File: src/rtl/lkvc_pkg.sv
// Package of the LRU key-value cache: sizes, register map and the
// structs passed between the top level and the tag array. No dependencies.
package lkvc_pkg;

	localparam int ENTRIES    = 16;
	localparam int KEY_BITS   = 16;
	localparam int VALUE_BITS = 16;
	localparam int SLOT_BITS  = $clog2(ENTRIES);
	localparam int COUNT_BITS = $clog2(ENTRIES + 1);
	localparam int CAP_BITS   = 5;
	localparam int CMP_BITS   = (COUNT_BITS > CAP_BITS) ? COUNT_BITS : CAP_BITS;

	localparam logic [CAP_BITS-1:0] CAP_RESET = CAP_BITS'(16);

	localparam int APB_DATA_BITS = 32;
	localparam int PADDR_BITS    = 3;
	localparam int REG_IDX_BITS  = PADDR_BITS - 2;
	localparam logic [REG_IDX_BITS-1:0] REG_CAPACITY = REG_IDX_BITS'(0);

	localparam logic CMD_GET = 1'b0;
	localparam logic CMD_PUT = 1'b1;

	// Operation handed to the tag array for the item under lookup.
	typedef struct packed {
		logic active;
		logic put;
	} lkvc_op_t;

	// Lookup outcome and value memory request for that item.
	typedef struct packed {
		logic                 hit;
		logic                 evicted;
		logic [KEY_BITS-1:0]  evicted_key;
		logic                 mem_read;
		logic                 mem_write;
		logic [SLOT_BITS-1:0] mem_slot;
	} lkvc_look_t;

endpackage

File: src/rtl/lkvc_ifs.sv
// Valid/ready channel interfaces for cache requests and responses.
// Depends on lkvc_pkg for field widths.
interface lkvc_req_if;
	import lkvc_pkg::*;
	logic                  valid;
	logic                  ready;
	logic                  cmd;
	logic [KEY_BITS-1:0]   lookup_key;
	logic [VALUE_BITS-1:0] write_value;
	modport source (output valid, cmd, lookup_key, write_value, input ready);
	modport sink (input valid, cmd, lookup_key, write_value, output ready);
endinterface

interface lkvc_rsp_if;
	import lkvc_pkg::*;
	logic                  valid;
	logic                  ready;
	logic                  hit;
	logic [VALUE_BITS-1:0] read_value;
	logic                  evicted;
	logic [KEY_BITS-1:0]   evicted_key;
	modport source (output valid, hit, read_value, evicted, evicted_key, input ready);
	modport sink (input valid, hit, read_value, evicted, evicted_key, output ready);
endinterface

File: src/rtl/lkvc_value_ram.sv
// Single-port value memory with a registered read, one entry per slot.
// Depends on lkvc_pkg.
module lkvc_value_ram (
	input  logic                            clk,
	input  logic                            we,
	input  logic                            re,
	input  logic [lkvc_pkg::SLOT_BITS-1:0]  addr,
	input  logic [lkvc_pkg::VALUE_BITS-1:0] wdata,
	output logic [lkvc_pkg::VALUE_BITS-1:0] rdata
);
	import lkvc_pkg::*;

	logic [VALUE_BITS-1:0] mem [ENTRIES];
	logic [VALUE_BITS-1:0] rdata_q;

	always_ff @(posedge clk) begin
		if (we) begin
			mem[addr] <= wdata;
		end
		if (re) begin
			rdata_q <= mem[addr];
		end
	end

	assign rdata = rdata_q;
endmodule

File: src/rtl/lkvc_tag_array.sv
// Key tags, valid bits, recency ranks and entry count of the cache.
// Compares all tags in parallel, picks the victim and applies the update.
// Depends on lkvc_pkg.
module lkvc_tag_array (
	input  logic                          clk,
	input  logic                          arst_n,
	input  lkvc_pkg::lkvc_op_t            op,
	input  logic [lkvc_pkg::KEY_BITS-1:0] key,
	input  logic [lkvc_pkg::CAP_BITS-1:0] capacity,
	output lkvc_pkg::lkvc_look_t          look
);
	import lkvc_pkg::*;

	logic [KEY_BITS-1:0]   key_q   [ENTRIES];
	logic [SLOT_BITS-1:0]  rank_q  [ENTRIES];
	logic [ENTRIES-1:0]    valid_q;
	logic [COUNT_BITS-1:0] count_q;

	logic [ENTRIES-1:0]   match;
	logic [ENTRIES-1:0]   oldest;
	logic                 hit;
	logic [SLOT_BITS-1:0] hit_slot;
	logic [SLOT_BITS-1:0] victim_slot;
	logic [SLOT_BITS-1:0] free_slot;
	logic [SLOT_BITS-1:0] new_slot;
	logic [SLOT_BITS-1:0] last_rank;
	logic [CMP_BITS-1:0]  cap_w;
	logic [CMP_BITS-1:0]  eff_cap;
	logic                 need_evict;
	logic                 insert;
	logic                 evict;

	always_comb begin
		cap_w = CMP_BITS'(capacity);
		if (cap_w == '0) begin
			eff_cap = CMP_BITS'(1);
		end else if (cap_w > CMP_BITS'(ENTRIES)) begin
			eff_cap = CMP_BITS'(ENTRIES);
		end else begin
			eff_cap = cap_w;
		end
		need_evict = (CMP_BITS'(count_q) >= eff_cap) && (count_q != '0);
		last_rank  = SLOT_BITS'(count_q - COUNT_BITS'(1));
	end

	// Ranks of valid slots are always 0 .. count-1, so the victim is the one
	// valid slot whose rank equals count-1 and keys never match twice.
	always_comb begin
		hit_slot    = '0;
		victim_slot = '0;
		free_slot   = '0;
		for (int i = 0; i < ENTRIES; i++) begin
			match[i]  = valid_q[i] && (key_q[i] == key);
			oldest[i] = valid_q[i] && (rank_q[i] == last_rank);
			if (match[i]) begin
				hit_slot = SLOT_BITS'(i);
			end
			if (oldest[i]) begin
				victim_slot = SLOT_BITS'(i);
			end
		end
		for (int i = ENTRIES - 1; i >= 0; i--) begin
			if (!valid_q[i]) begin
				free_slot = SLOT_BITS'(i);
			end
		end
		hit      = |match;
		insert   = op.active && op.put && !hit;
		evict    = insert && need_evict;
		new_slot = need_evict ? victim_slot : free_slot;

		look.hit         = hit;
		look.evicted     = evict;
		look.evicted_key = evict ? key_q[victim_slot] : '0;
		look.mem_read    = op.active && !op.put && hit;
		look.mem_write   = op.active && op.put;
		look.mem_slot    = hit ? hit_slot : new_slot;
	end

	always_ff @(posedge clk or negedge arst_n) begin
		if (!arst_n) begin
			valid_q <= '0;
			count_q <= '0;
			for (int i = 0; i < ENTRIES; i++) begin
				rank_q[i] <= '0;
			end
		end else if (op.active) begin
			if (hit) begin
				for (int i = 0; i < ENTRIES; i++) begin
					if (valid_q[i] && (rank_q[i] < rank_q[hit_slot])) begin
						rank_q[i] <= rank_q[i] + SLOT_BITS'(1);
					end
				end
				rank_q[hit_slot] <= '0;
			end else if (insert) begin
				for (int i = 0; i < ENTRIES; i++) begin
					if (valid_q[i] && !(evict && (SLOT_BITS'(i) == victim_slot))) begin
						rank_q[i] <= rank_q[i] + SLOT_BITS'(1);
					end
				end
				rank_q[new_slot]  <= '0;
				valid_q[new_slot] <= 1'b1;
				if (!need_evict) begin
					count_q <= count_q + COUNT_BITS'(1);
				end
			end
		end
	end

	always_ff @(posedge clk) begin
		if (insert) begin
			key_q[new_slot] <= key;
		end
	end
endmodule

File: src/rtl/lru_key_value_cache_unit.sv
// LRU key-value cache, 16 entries, 16-bit keys and values.
// An accepted item passes state S_LOOK (tag lookup and update with the value memory
// access) and then S_DONE, which loads the response once the output register is free;
// the next item can be accepted as that response is loaded, while responses are taken.
// Reset empties the cache at once through the valid bits and sets capacity to 16.
// Depends on lkvc_pkg, lkvc_ifs, lkvc_tag_array and lkvc_value_ram.
module lru_key_value_cache_unit (
	input  logic                               clk,
	input  logic                               arst_n,
	lkvc_req_if.sink                           req,
	lkvc_rsp_if.source                         rsp,
	input  logic                               psel,
	input  logic                               penable,
	input  logic                               pwrite,
	input  logic [lkvc_pkg::PADDR_BITS-1:0]    paddr,
	input  logic [lkvc_pkg::APB_DATA_BITS-1:0] pwdata,
	output logic [lkvc_pkg::APB_DATA_BITS-1:0] prdata,
	output logic                               pready
);
	import lkvc_pkg::*;

	typedef enum logic [2:0] {
		S_IDLE = 3'b001,
		S_LOOK = 3'b010,
		S_DONE = 3'b100
	} lkvc_state_t;

	lkvc_state_t state_q, state_d;

	logic [CAP_BITS-1:0]     capacity_q;
	logic [REG_IDX_BITS-1:0] reg_idx;

	logic                  cmd_q;
	logic [KEY_BITS-1:0]   key_q;
	logic [VALUE_BITS-1:0] wval_q;

	logic                hit_s1;
	logic                put_s1;
	logic                evicted_s1;
	logic [KEY_BITS-1:0] evicted_key_s1;

	logic                  out_valid_q;
	logic                  out_hit_q;
	logic [VALUE_BITS-1:0] out_read_value_q;
	logic                  out_evicted_q;
	logic [KEY_BITS-1:0]   out_evicted_key_q;

	lkvc_op_t              op;
	lkvc_look_t            look;
	logic [VALUE_BITS-1:0] ram_rdata;
	logic                  load_out;
	logic                  accept;

	// Configuration port.
	assign pready  = 1'b1;
	assign reg_idx = paddr[PADDR_BITS-1:2];

	always_ff @(posedge clk or negedge arst_n) begin
		if (!arst_n) begin
			capacity_q <= CAP_RESET;
		end else if (psel && penable && pwrite && pready && (reg_idx == REG_CAPACITY)) begin
			capacity_q <= pwdata[CAP_BITS-1:0];
		end
	end

	always_comb begin
		prdata = '0;
		if (reg_idx == REG_CAPACITY) begin
			prdata = APB_DATA_BITS'(capacity_q);
		end
	end

	// Sequencer: accept, look up and update tags, then collect the value.
	assign load_out  = (state_q == S_DONE) && (!out_valid_q || rsp.ready);
	assign req.ready = (state_q == S_IDLE) || load_out;
	assign accept    = req.valid && req.ready;

	always_comb begin
		state_d = state_q;
		case (state_q)
			S_IDLE: begin
				if (accept) begin
					state_d = S_LOOK;
				end
			end
			S_LOOK: begin
				state_d = S_DONE;
			end
			S_DONE: begin
				if (load_out) begin
					state_d = accept ? S_LOOK : S_IDLE;
				end
			end
			default: begin
				state_d = S_IDLE;
			end
		endcase
	end

	always_ff @(posedge clk or negedge arst_n) begin
		if (!arst_n) begin
			state_q <= S_IDLE;
		end else begin
			state_q <= state_d;
		end
	end

	always_ff @(posedge clk) begin
		if (accept) begin
			cmd_q  <= req.cmd;
			key_q  <= req.lookup_key;
			wval_q <= req.write_value;
		end
	end

	assign op.active = (state_q == S_LOOK);
	assign op.put    = (cmd_q == CMD_PUT);

	lkvc_tag_array u_tags (
		.clk      (clk),
		.arst_n   (arst_n),
		.op       (op),
		.key      (key_q),
		.capacity (capacity_q),
		.look     (look)
	);

	lkvc_value_ram u_values (
		.clk   (clk),
		.we    (look.mem_write),
		.re    (look.mem_read),
		.addr  (look.mem_slot),
		.wdata (wval_q),
		.rdata (ram_rdata)
	);

	always_ff @(posedge clk) begin
		if (op.active) begin
			hit_s1         <= look.hit;
			put_s1         <= op.put;
			evicted_s1     <= look.evicted;
			evicted_key_s1 <= look.evicted_key;
		end
	end

	// Output register: the next item may be accepted while this one waits.
	always_ff @(posedge clk or negedge arst_n) begin
		if (!arst_n) begin
			out_valid_q <= 1'b0;
		end else if (load_out) begin
			out_valid_q <= 1'b1;
		end else if (rsp.ready) begin
			out_valid_q <= 1'b0;
		end
	end

	always_ff @(posedge clk) begin
		if (load_out) begin
			out_hit_q         <= hit_s1;
			out_read_value_q  <= (hit_s1 && !put_s1) ? ram_rdata : '0;
			out_evicted_q     <= evicted_s1;
			out_evicted_key_q <= evicted_key_s1;
		end
	end

	assign rsp.valid       = out_valid_q;
	assign rsp.hit         = out_hit_q;
	assign rsp.read_value  = out_read_value_q;
	assign rsp.evicted     = out_evicted_q;
	assign rsp.evicted_key = out_evicted_key_q;
endmodule

File: src/flat_wrapper.sv
// flat-port wrapper written by rule: the top's interface ports become plain ports
module lru_key_value_cache_unit_flat import lkvc_pkg::*;
  (clk, arst_n, psel, penable, pwrite, paddr, pwdata, prdata, pready, req_valid, req_cmd, req_lookup_key, req_write_value, req_ready, rsp_valid, rsp_hit, rsp_read_value, rsp_evicted, rsp_evicted_key, rsp_ready);
  lkvc_req_if req_i ();
  lkvc_rsp_if rsp_i ();
  input  logic clk;
  input  logic arst_n;
  input  logic psel;
  input  logic penable;
  input  logic pwrite;
  input  logic [lkvc_pkg::PADDR_BITS-1:0] paddr;
  input  logic [lkvc_pkg::APB_DATA_BITS-1:0] pwdata;
  output logic [lkvc_pkg::APB_DATA_BITS-1:0] prdata;
  output logic pready;
  input wire logic [$bits(req_i.valid)-1:0] req_valid;
  input wire logic [$bits(req_i.cmd)-1:0] req_cmd;
  input wire logic [$bits(req_i.lookup_key)-1:0] req_lookup_key;
  input wire logic [$bits(req_i.write_value)-1:0] req_write_value;
  output wire logic [$bits(req_i.ready)-1:0] req_ready;
  output wire logic [$bits(rsp_i.valid)-1:0] rsp_valid;
  output wire logic [$bits(rsp_i.hit)-1:0] rsp_hit;
  output wire logic [$bits(rsp_i.read_value)-1:0] rsp_read_value;
  output wire logic [$bits(rsp_i.evicted)-1:0] rsp_evicted;
  output wire logic [$bits(rsp_i.evicted_key)-1:0] rsp_evicted_key;
  input wire logic [$bits(rsp_i.ready)-1:0] rsp_ready;
  assign req_i.valid = req_valid;
  assign req_i.cmd = req_cmd;
  assign req_i.lookup_key = req_lookup_key;
  assign req_i.write_value = req_write_value;
  assign req_ready = req_i.ready;
  assign rsp_valid = rsp_i.valid;
  assign rsp_hit = rsp_i.hit;
  assign rsp_read_value = rsp_i.read_value;
  assign rsp_evicted = rsp_i.evicted;
  assign rsp_evicted_key = rsp_i.evicted_key;
  assign rsp_i.ready = rsp_ready;
  lru_key_value_cache_unit u_core (.clk(clk), .arst_n(arst_n), .req(req_i), .rsp(rsp_i), .psel(psel), .penable(penable), .pwrite(pwrite), .paddr(paddr), .pwdata(pwdata), .prdata(prdata), .pready(pready));
endmodule
File: config.mk
export PLATFORM = sky130hd
export DESIGN_NAME = lru_key_value_cache_unit_flat
export DESIGN_NICKNAME = d
export VERILOG_FILES = /design/src/rtl/lkvc_pkg.sv /design/src/rtl/lkvc_ifs.sv /design/src/rtl/lkvc_value_ram.sv /design/src/rtl/lkvc_tag_array.sv /design/src/rtl/lru_key_value_cache_unit.sv /design/src/flat_wrapper.sv
export SDC_FILE = /design/constraint.sdc
export NUM_CORES = 2
export LEC_CHECK = 0
export ABC_AREA = 1
export BUFFER_PORTS_ARGS = -buffer_cell sky130_fd_sc_hd__buf_2
export CAP_MARGIN = 20
export CELL_PAD_IN_SITES_DETAIL_PLACEMENT = 0
export CELL_PAD_IN_SITES_GLOBAL_PLACEMENT = 1
export CORE_ASPECT_RATIO = 0.6
export CORE_MARGIN = 5
export CORE_UTILIZATION = 50
export CTS_BUF_LIST = sky130_fd_sc_hd__clkbuf_8
export CTS_CLUSTER_DIAMETER = 80
export DETAILED_ROUTE_END_ITERATION = 16
export PLACE_DENSITY = 0.83
export SYNTH_ARGS = -nofsm -noshare
export SYNTH_HDL_FRONTEND = slang
export SYNTH_SLANG_ARGS = --single-unit
File: constraint.sdc
create_clock -name clk -period 5.9 [get_ports clk]
set_clock_uncertainty 0.1 [all_clocks]
set_input_delay 0.885 -clock clk [delete_from_list [all_inputs] [get_ports clk]]
set_output_delay 0.885 -clock clk [all_outputs]
set_load 0.01 [all_outputs]
Word-level counts from Yosys, hierarchy flattened --
Memories as Yosys holds them, arrays and structs flattened. A register that Yosys moved wholly into a read port is not among the register bits. Index checks and enable logic that the tools add are counted.
Word-level totals: register bits 164, memory bits (writable) 512, input port bits 75, memories kept 2
Memories:
- u_core.u_tags.key_q | words 16, bits a word 16, rd ports 17, clocked after memory_dff 1, wr ports 1, line lkvc_tag_array.sv:14 | logic [KEY_BITS-1:0] key_q [ENTRIES];
- u_core.u_values.mem | words 16, bits a word 16, rd ports 1, clocked after memory_dff 1, wr ports 1, line lkvc_value_ram.sv:13 | logic [VALUE_BITS-1:0] mem [ENTRIES];
Operators by class: add/sub/neg operators 18, order comparisons 24, eq/ne operators 51, muxes and demuxes 184, bitwise gates (word level) 10, reduce and logical (&&, ||, !) cells 127
Operator list (count):
- 2-to-1 mux 4 bit | 162
- equality test 16 bit | 16
- AND 64 bit | 2
- 2-to-1 mux 64 bit | 2
- inverter 64 bit | 2
- logical AND 1 bit | 94
- adder 4 x 1 -> 4 bit (second input constant) | 16
- less-than comparator 4 bit | 16
- equality test 4 bit | 15
- demux 4 bit (select 4 bit) | 2
- equality test 4 bit (first input constant) | 8
- zero test 1 bit | 21
- binary-select mux 4 bit (select 4 bit) | 1
- equality test 3 x 4 -> 1 bit (first input constant) | 4
- bitwise OR 16 bit | 1
- OR reduction 16 bit | 1
- 2-to-1 mux 5 bit | 3
- greater-or-equal comparator 5 bit (second input constant) | 2
- less-than comparator 5 x 1 -> 1 bit (second input constant) | 2
- inverter 4 -> 5 bit | 2
- 2-to-1 mux 1 bit | 9
- one-hot mux 3 bit (3 select lines) | 1
- equality test 2 x 4 -> 1 bit (first input constant) | 2
- 2-to-1 mux 3 bit | 2
- other kinds (22) | 28

Logic depth before layout (Yosys ltp) --
depth after elaboration 29, gate-level depth with buffers 38, depth with buffers taken out 36

Cells and area by module --
Synthesis repeated with hierarchy kept, for this count alone.
Second synthesis, totals: cells, all modules 4453, area total of the unflattened synthesis 39175.1 sq um
By module, submodules not included:
- lkvc_tag_array | times used 1, cells an instance 3173, area an instance 24478.5 sq um, seq. area each 9814.4 sq um
- lkvc_value_ram | times used 1, cells an instance 1070, area an instance 11312.1 sq um, seq. area each 8167.8 sq um
- lru_key_value_cache_unit | times used 1, cells an instance 210, area an instance 3384.5 sq um, seq. area each 2810.2 sq um

Worst setup path before layout --
OpenSTA, ideal clock, no wires.
path kind input -> register, start point input rsp_ready, end point register u_core.state_q[0], arrival time 4.756 ns, data required time 5.716 ns, path slack 0.960 ns, cell stages on the path 6, path buffers 0, cells stage by stage nor2_1 nor2_1 inv_1 a21oi_1 nor2_1 o32a_1
Between the ends: word-level cells in the longest chain between the ends 7, elaborated cells between the ends (all ways) 10
RTL lines:
- start, declared | line flat_wrapper.sv:25 | input wire logic [$bits(rsp_i.ready)-1:0] rsp_ready;
- logical OR 1 bit * | line lru_key_value_cache_unit.sv:74 | assign load_out = (state_q == S_DONE) && (!out_valid_q || rsp.ready);
- logical AND 1 bit * | line lru_key_value_cache_unit.sv:74
- via u_core.load_out | line lru_key_value_cache_unit.sv:51 | logic load_out;
- logical OR 1 bit * | line lru_key_value_cache_unit.sv:75 | assign req.ready = (state_q == S_IDLE) || load_out;
- logical AND 1 bit * | line lru_key_value_cache_unit.sv:76 | assign accept = req.valid && req.ready;
- via u_core.accept | line lru_key_value_cache_unit.sv:52 | logic accept;
- 2-to-1 mux 2 bit | line lru_key_value_cache_unit.sv:91 | state_d = accept ? S_LOOK : S_IDLE;
- 2-to-1 mux 3 bit | line lru_key_value_cache_unit.sv:90 | if (load_out) begin
- one-hot mux 3 bit (3 select lines) | line lru_key_value_cache_unit.sv:80 | case (state_q)
- end signal, assigned | line lru_key_value_cache_unit.sv:104 | state_q <= state_d;
- end, declared | line lru_key_value_cache_unit.sv:28 | lkvc_state_t state_q, state_d;
The timed path passes the listed nets; every way through them passes the cells marked *. The select of a mux whose other input is x is not followed. A chain may end at the register's enable or synchronous reset.

Final worst setup path --
start point register u_core.u_tags.count_q[0], end point register u_core.evicted_key_s1[6] (read register of u_core.u_tags.key_q), data pin
Between the ends: word-level cells in the longest chain between the ends 18, elaborated cells between the ends (all ways) 51
RTL lines:
- start, declared | line lkvc_tag_array.sv:17 | logic [COUNT_BITS-1:0] count_q;
- start signal, assigned | line lkvc_tag_array.sv:104 | count_q <= count_q + COUNT_BITS'(1);
- subtractor 4 x 1 -> 4 bit | line lkvc_tag_array.sv:43 | last_rank = SLOT_BITS'(count_q - COUNT_BITS'(1));
- equality test 4 bit | line lkvc_tag_array.sv:54 | oldest[i] = valid_q[i] && (rank_q[i] == last_rank);
- logical AND 1 bit | line lkvc_tag_array.sv:54
- 2-to-1 mux 1 bit | line lkvc_tag_array.sv:58 | if (oldest[i]) begin
- 2-to-1 mux 4 bit (14 in a row) | line lkvc_tag_array.sv:58
- end, declared | line lru_key_value_cache_unit.sv:40 | logic [KEY_BITS-1:0] evicted_key_s1;
Several ways; a longest one is shown, not always the timed one.

==> impl_summary.log <==
[metrics] gp weighted congestion: 0.995
[metrics] flip-flop and latch count after synthesis: 708
[metrics] die area: 81900 sq um
[metrics] port bufs: 86
[metrics] Clock Power Share: 0.204
[metrics] number of standard cells after synthesis: 4118
[metrics] chip height: 224 um
[metrics] count of distinct cell types in the synthesized netlist: 65
[metrics] floorplan row count: 78
[metrics] Avg Vias per Cell: a little over 6
[metrics] final antenna-violating net count: 0
[metrics] Worst Max-Slew Pin Slew: roughly 1200 ps
[metrics] Worst-path clk slew: 70 ps
[metrics] Wirelength per Cell: 25.4 um
[metrics] Max Fclk: 0.175 GHz
[metrics] share of total power in combinational logic: 0.437
[metrics] total number of vias: 32.6k
[metrics] number of buffers between clock root and the deepest sink: 3
[metrics] Crit path required time: roughly 6300 ps
[metrics] total wire length: 137000 um
[metrics] H-tree depth: 3
[metrics] critical path class: flip-flop to flip-flop
[metrics] number of enable-type register cells in the synthesized netlist: between 600 and 700
[metrics] share of total power in sequential cells: 0.359
[metrics] Switching Share: 0.460
[metrics] final clock period utilization by the worst path: 0.966
[metrics] DRC violation total after the first TritonRoute iteration: 5239
[metrics] crit path launch type: flip-flop
[metrics] maximum single-stage delay on the critical path: roughly 490 ps
[metrics] Final Hold Fails: 0
[metrics] clock insertion delay at the later pin of the skew report: 860 ps
[metrics] first-pass GRT wire length: 199000 um
[metrics] clock tree from TritonCTS: built
[metrics] library cell occupying the most area in the post-synthesis netlist: sky130_fd_sc_hd__edfxtp_1
[metrics] CP Data Arrival Time: 6130 ps
[metrics] root buf cell: sky130_fd_sc_hd__clkbuf_8
[metrics] leading cell types by total area after synthesis: sky130_fd_sc_hd__edfxtp_1 48%, sky130_fd_sc_hd__nand2_1 9.5%, sky130_fd_sc_hd__dfrtp_1 6.0%
[metrics] RSZ-0062 raised after global routing: false
[metrics] Post-synth top cells: 968 x sky130_fd_sc_hd__nand2_1, 614 x sky130_fd_sc_hd__edfxtp_1, 388 x sky130_fd_sc_hd__inv_1
[metrics] largest voltage drop on the vdd net: 0.365 mV
[metrics] Crit. End Element: flip-flop
[metrics] Yosys top cell area share: 0.484
[metrics] post-detail-place hpwl: 97900 um
[metrics] Core ar.: 75500 sq um
[metrics] cell-internal power: roughly 10000 uW
[metrics] MaxCap Viol Count: 0
[metrics] number of setup violations in the final report: 0
[metrics] number of antenna violations at the first check in global routing: 6
[metrics] area used by sequential logic in the layout: around 21000 sq um
[metrics] run status: completed
[metrics] total routing resource utilization after global routing: 0.325
[metrics] cell area power density: 460 nW/um^2
[metrics] worst hold slack across all endpoints: 120 ps
[metrics] Sinks on Clock Net: 708
[metrics] Total Negative Setup Slacks: 0 ps
[metrics] path category of the worst min-delay check: input port to flip-flop
[metrics] final number of max-transition violations: 0
[metrics] number of nets in the finished design: 4446
[metrics] DRC viols: 0
[metrics] number of ports placed on the die boundary: 144
[metrics] mapped cell area: 38100 sq um
[metrics] share of layout cells above drive strength 1: 0.119
[metrics] GR Overflow Total: 0
[metrics] Avg Cell Area, Syn: 9.24 sq um
[metrics] starting density of the core: 0.504
[metrics] post-CTS setup buffer count: 0
[metrics] sequential cell area fraction in the yosys report: 0.546
[metrics] number of filler cells placed in the layout: 6848
[metrics] worst relative slew slack: 0.188
[metrics] drt first pass iters: 6
[metrics] critical path fanouts, max: 22
[metrics] switching pwr: ~8900 uW
[metrics] Most used DFF post-synth: sky130_fd_sc_hd__edfxtp_1
[metrics] Yosys warnings: 0
[metrics] area delta synth->final: 10.9%
[metrics] library cell with the highest instance count after synthesis: sky130_fd_sc_hd__nand2_1
[metrics] area of combinational cells with multiple inputs: 14800 sq um
[metrics] clock buffer count from CTS: 105
[metrics] static leakage: approximately 0.017 uW
[metrics] Final min period: 5700 ps
[metrics] crit path max-delay cell type: sky130_fd_sc_hd__inv_1
[metrics] pin count of the biggest net entering global routing: 82
[metrics] most common cell type on the critical path: sky130_fd_sc_hd__nand2_1
[metrics] via count of the first global-routing pass: roughly 29k
[metrics] die boundary width: between 300 and 400 um
[metrics] ys async rst share: 0.133
[area by class of cell]
type,instances,share of cell area
Sequential cell,708,0.493
Multi-Input combinational cell,2825,0.350
Timing Repair Buffer,243,0.0425
Inverter,416,0.0372
Clock buffer,110,0.0359
Tap cell,1000,0.0296
Clock inverter,84,0.0117
Antenna cell,2,0.000119
[flip-flops by register name, indices dropped and copies added, names as in the netlist, 3 cells and up]
register	cells
u_core.key_q	16
u_core.wval_q	16
u_core.u_tags.count_q	5
u_core.u_tags.key_q	256
u_core.rsp.read_value	16
u_core.u_values.rdata	16
u_core.capacity_q	5
u_core.rsp.evicted_key	16
u_core.state_q	3
u_core.evicted_key_s1	16
u_core.u_values.mem	256
u_core.u_tags.valid_q	16
u_core.u_tags.rank_q	64
[worst paths after layout]
check                                               from                         to  slack (ps)  depth (start not counted)
worst max register to register  u_core.u_tags.count_q[0]   u_core.evicted_key_s1[6]         200                         29
max in group asynchronous                         arst_n   u_core.u_tags.rank_q[35]        3950                          3
worst min-delay path                 req_write_value[12]          u_core.wval_q[12]         120                          1
worst max-delay path            u_core.u_tags.count_q[0]   u_core.evicted_key_s1[6]         200                         29
min in group asynchronous                         arst_n   u_core.u_tags.rank_q[60]         540                          2
worst min register to register  u_core.evicted_key_s1[0]  u_core.rsp.evicted_key[0]         320                          0
[power by group through the flow]
stage	Clock [uW]	Combinational, uW	Sequential [uW]
after global routing	4260	9220	7020
after CTS	4000	8190	6930
after detailed placement	0	8150	7020
after global placement	0	8060	7020
final	3960	8470	6970
after floorplan	0	5470	6760
[per-stage QoR]
step | area [sq um] | instances | utilization | total power [uW] | worst slack, ps
3_3_place_gp | 40100 | 5189 | 0.531 | 15100 | 377
4_1_cts | 42200 | 5386 | 0.558 | 19100 | 362
5_1_grt | 42200 | 5387 | 0.559 | 20500 | 20.7
3_5_place_dp | 40200 | 5191 | 0.532 | 15200 | 402
2_1_floorplan | 38200 | 4144 | - | 12200 | 960
6_report | 42200 | 5388 | 0.559 | 19400 | 201
[worst max-delay path: cells and delay by family (launching register included)]
kind | cells | cell delay (ps)
AND/OR/NAND/NOR | 19 | 2040
buffers and inverters | 6 | 1660
adder cells (fa/ha/maj) | 1 | 300
AO/OA/AOI/OAI | 3 | 900
flip-flops | 1 | 380
[metal layers]
metal,vias up,GRT usage,part of all wire
met5,-,0,0.00015
met3,159,0.138,0.16
met1,15600,0.528,0.46
li1,14700,-,-
met4,4,0.0548,0.014
met2,2173,0.396,0.36
[cells by family after synthesis]
logic type,Yosys count,synth area share
other,2,0.000197
xor gates and xnor gates,125,0.0290
adders and majority gates,72,0.0237
DFF,708,0.546
buffers and inverters,611,0.0715
and+or+nand+nor,1860,0.213
AOI/OAI and AO/OA,740,0.117
[placed cells by master, fill, tap and decap left out, types with 74 or more instances in the layout]
cell type / count
sky130_fd_sc_hd__a21oi_1: 150
sky130_fd_sc_hd__a22oi_1: 74
sky130_fd_sc_hd__buf_2: 85
sky130_fd_sc_hd__buf_4: 141
sky130_fd_sc_hd__clkbuf_8: 110
sky130_fd_sc_hd__dfrtp_1: 92
sky130_fd_sc_hd__edfxtp_1: 614
sky130_fd_sc_hd__inv_1: 426
sky130_fd_sc_hd__nand2_1: 967
sky130_fd_sc_hd__nand3_1: 314
sky130_fd_sc_hd__nand4_1: 87
sky130_fd_sc_hd__nor2_1: 284
sky130_fd_sc_hd__o21ai_0: 207
sky130_fd_sc_hd__o21ai_1: 77
sky130_fd_sc_hd__o22ai_1: 90
sky130_fd_sc_hd__xor2_1: 95
[what timing repair did]
item / 4_1_cts / 5_1_grt
setup endpoints to repair: 0 / 35
hold buffers: 1 / 0
gates resized for setup: 0 / 5
endpoints found under the hold margin: 33 / 0
Note: power is estimated with default switching activity, not from simulation.
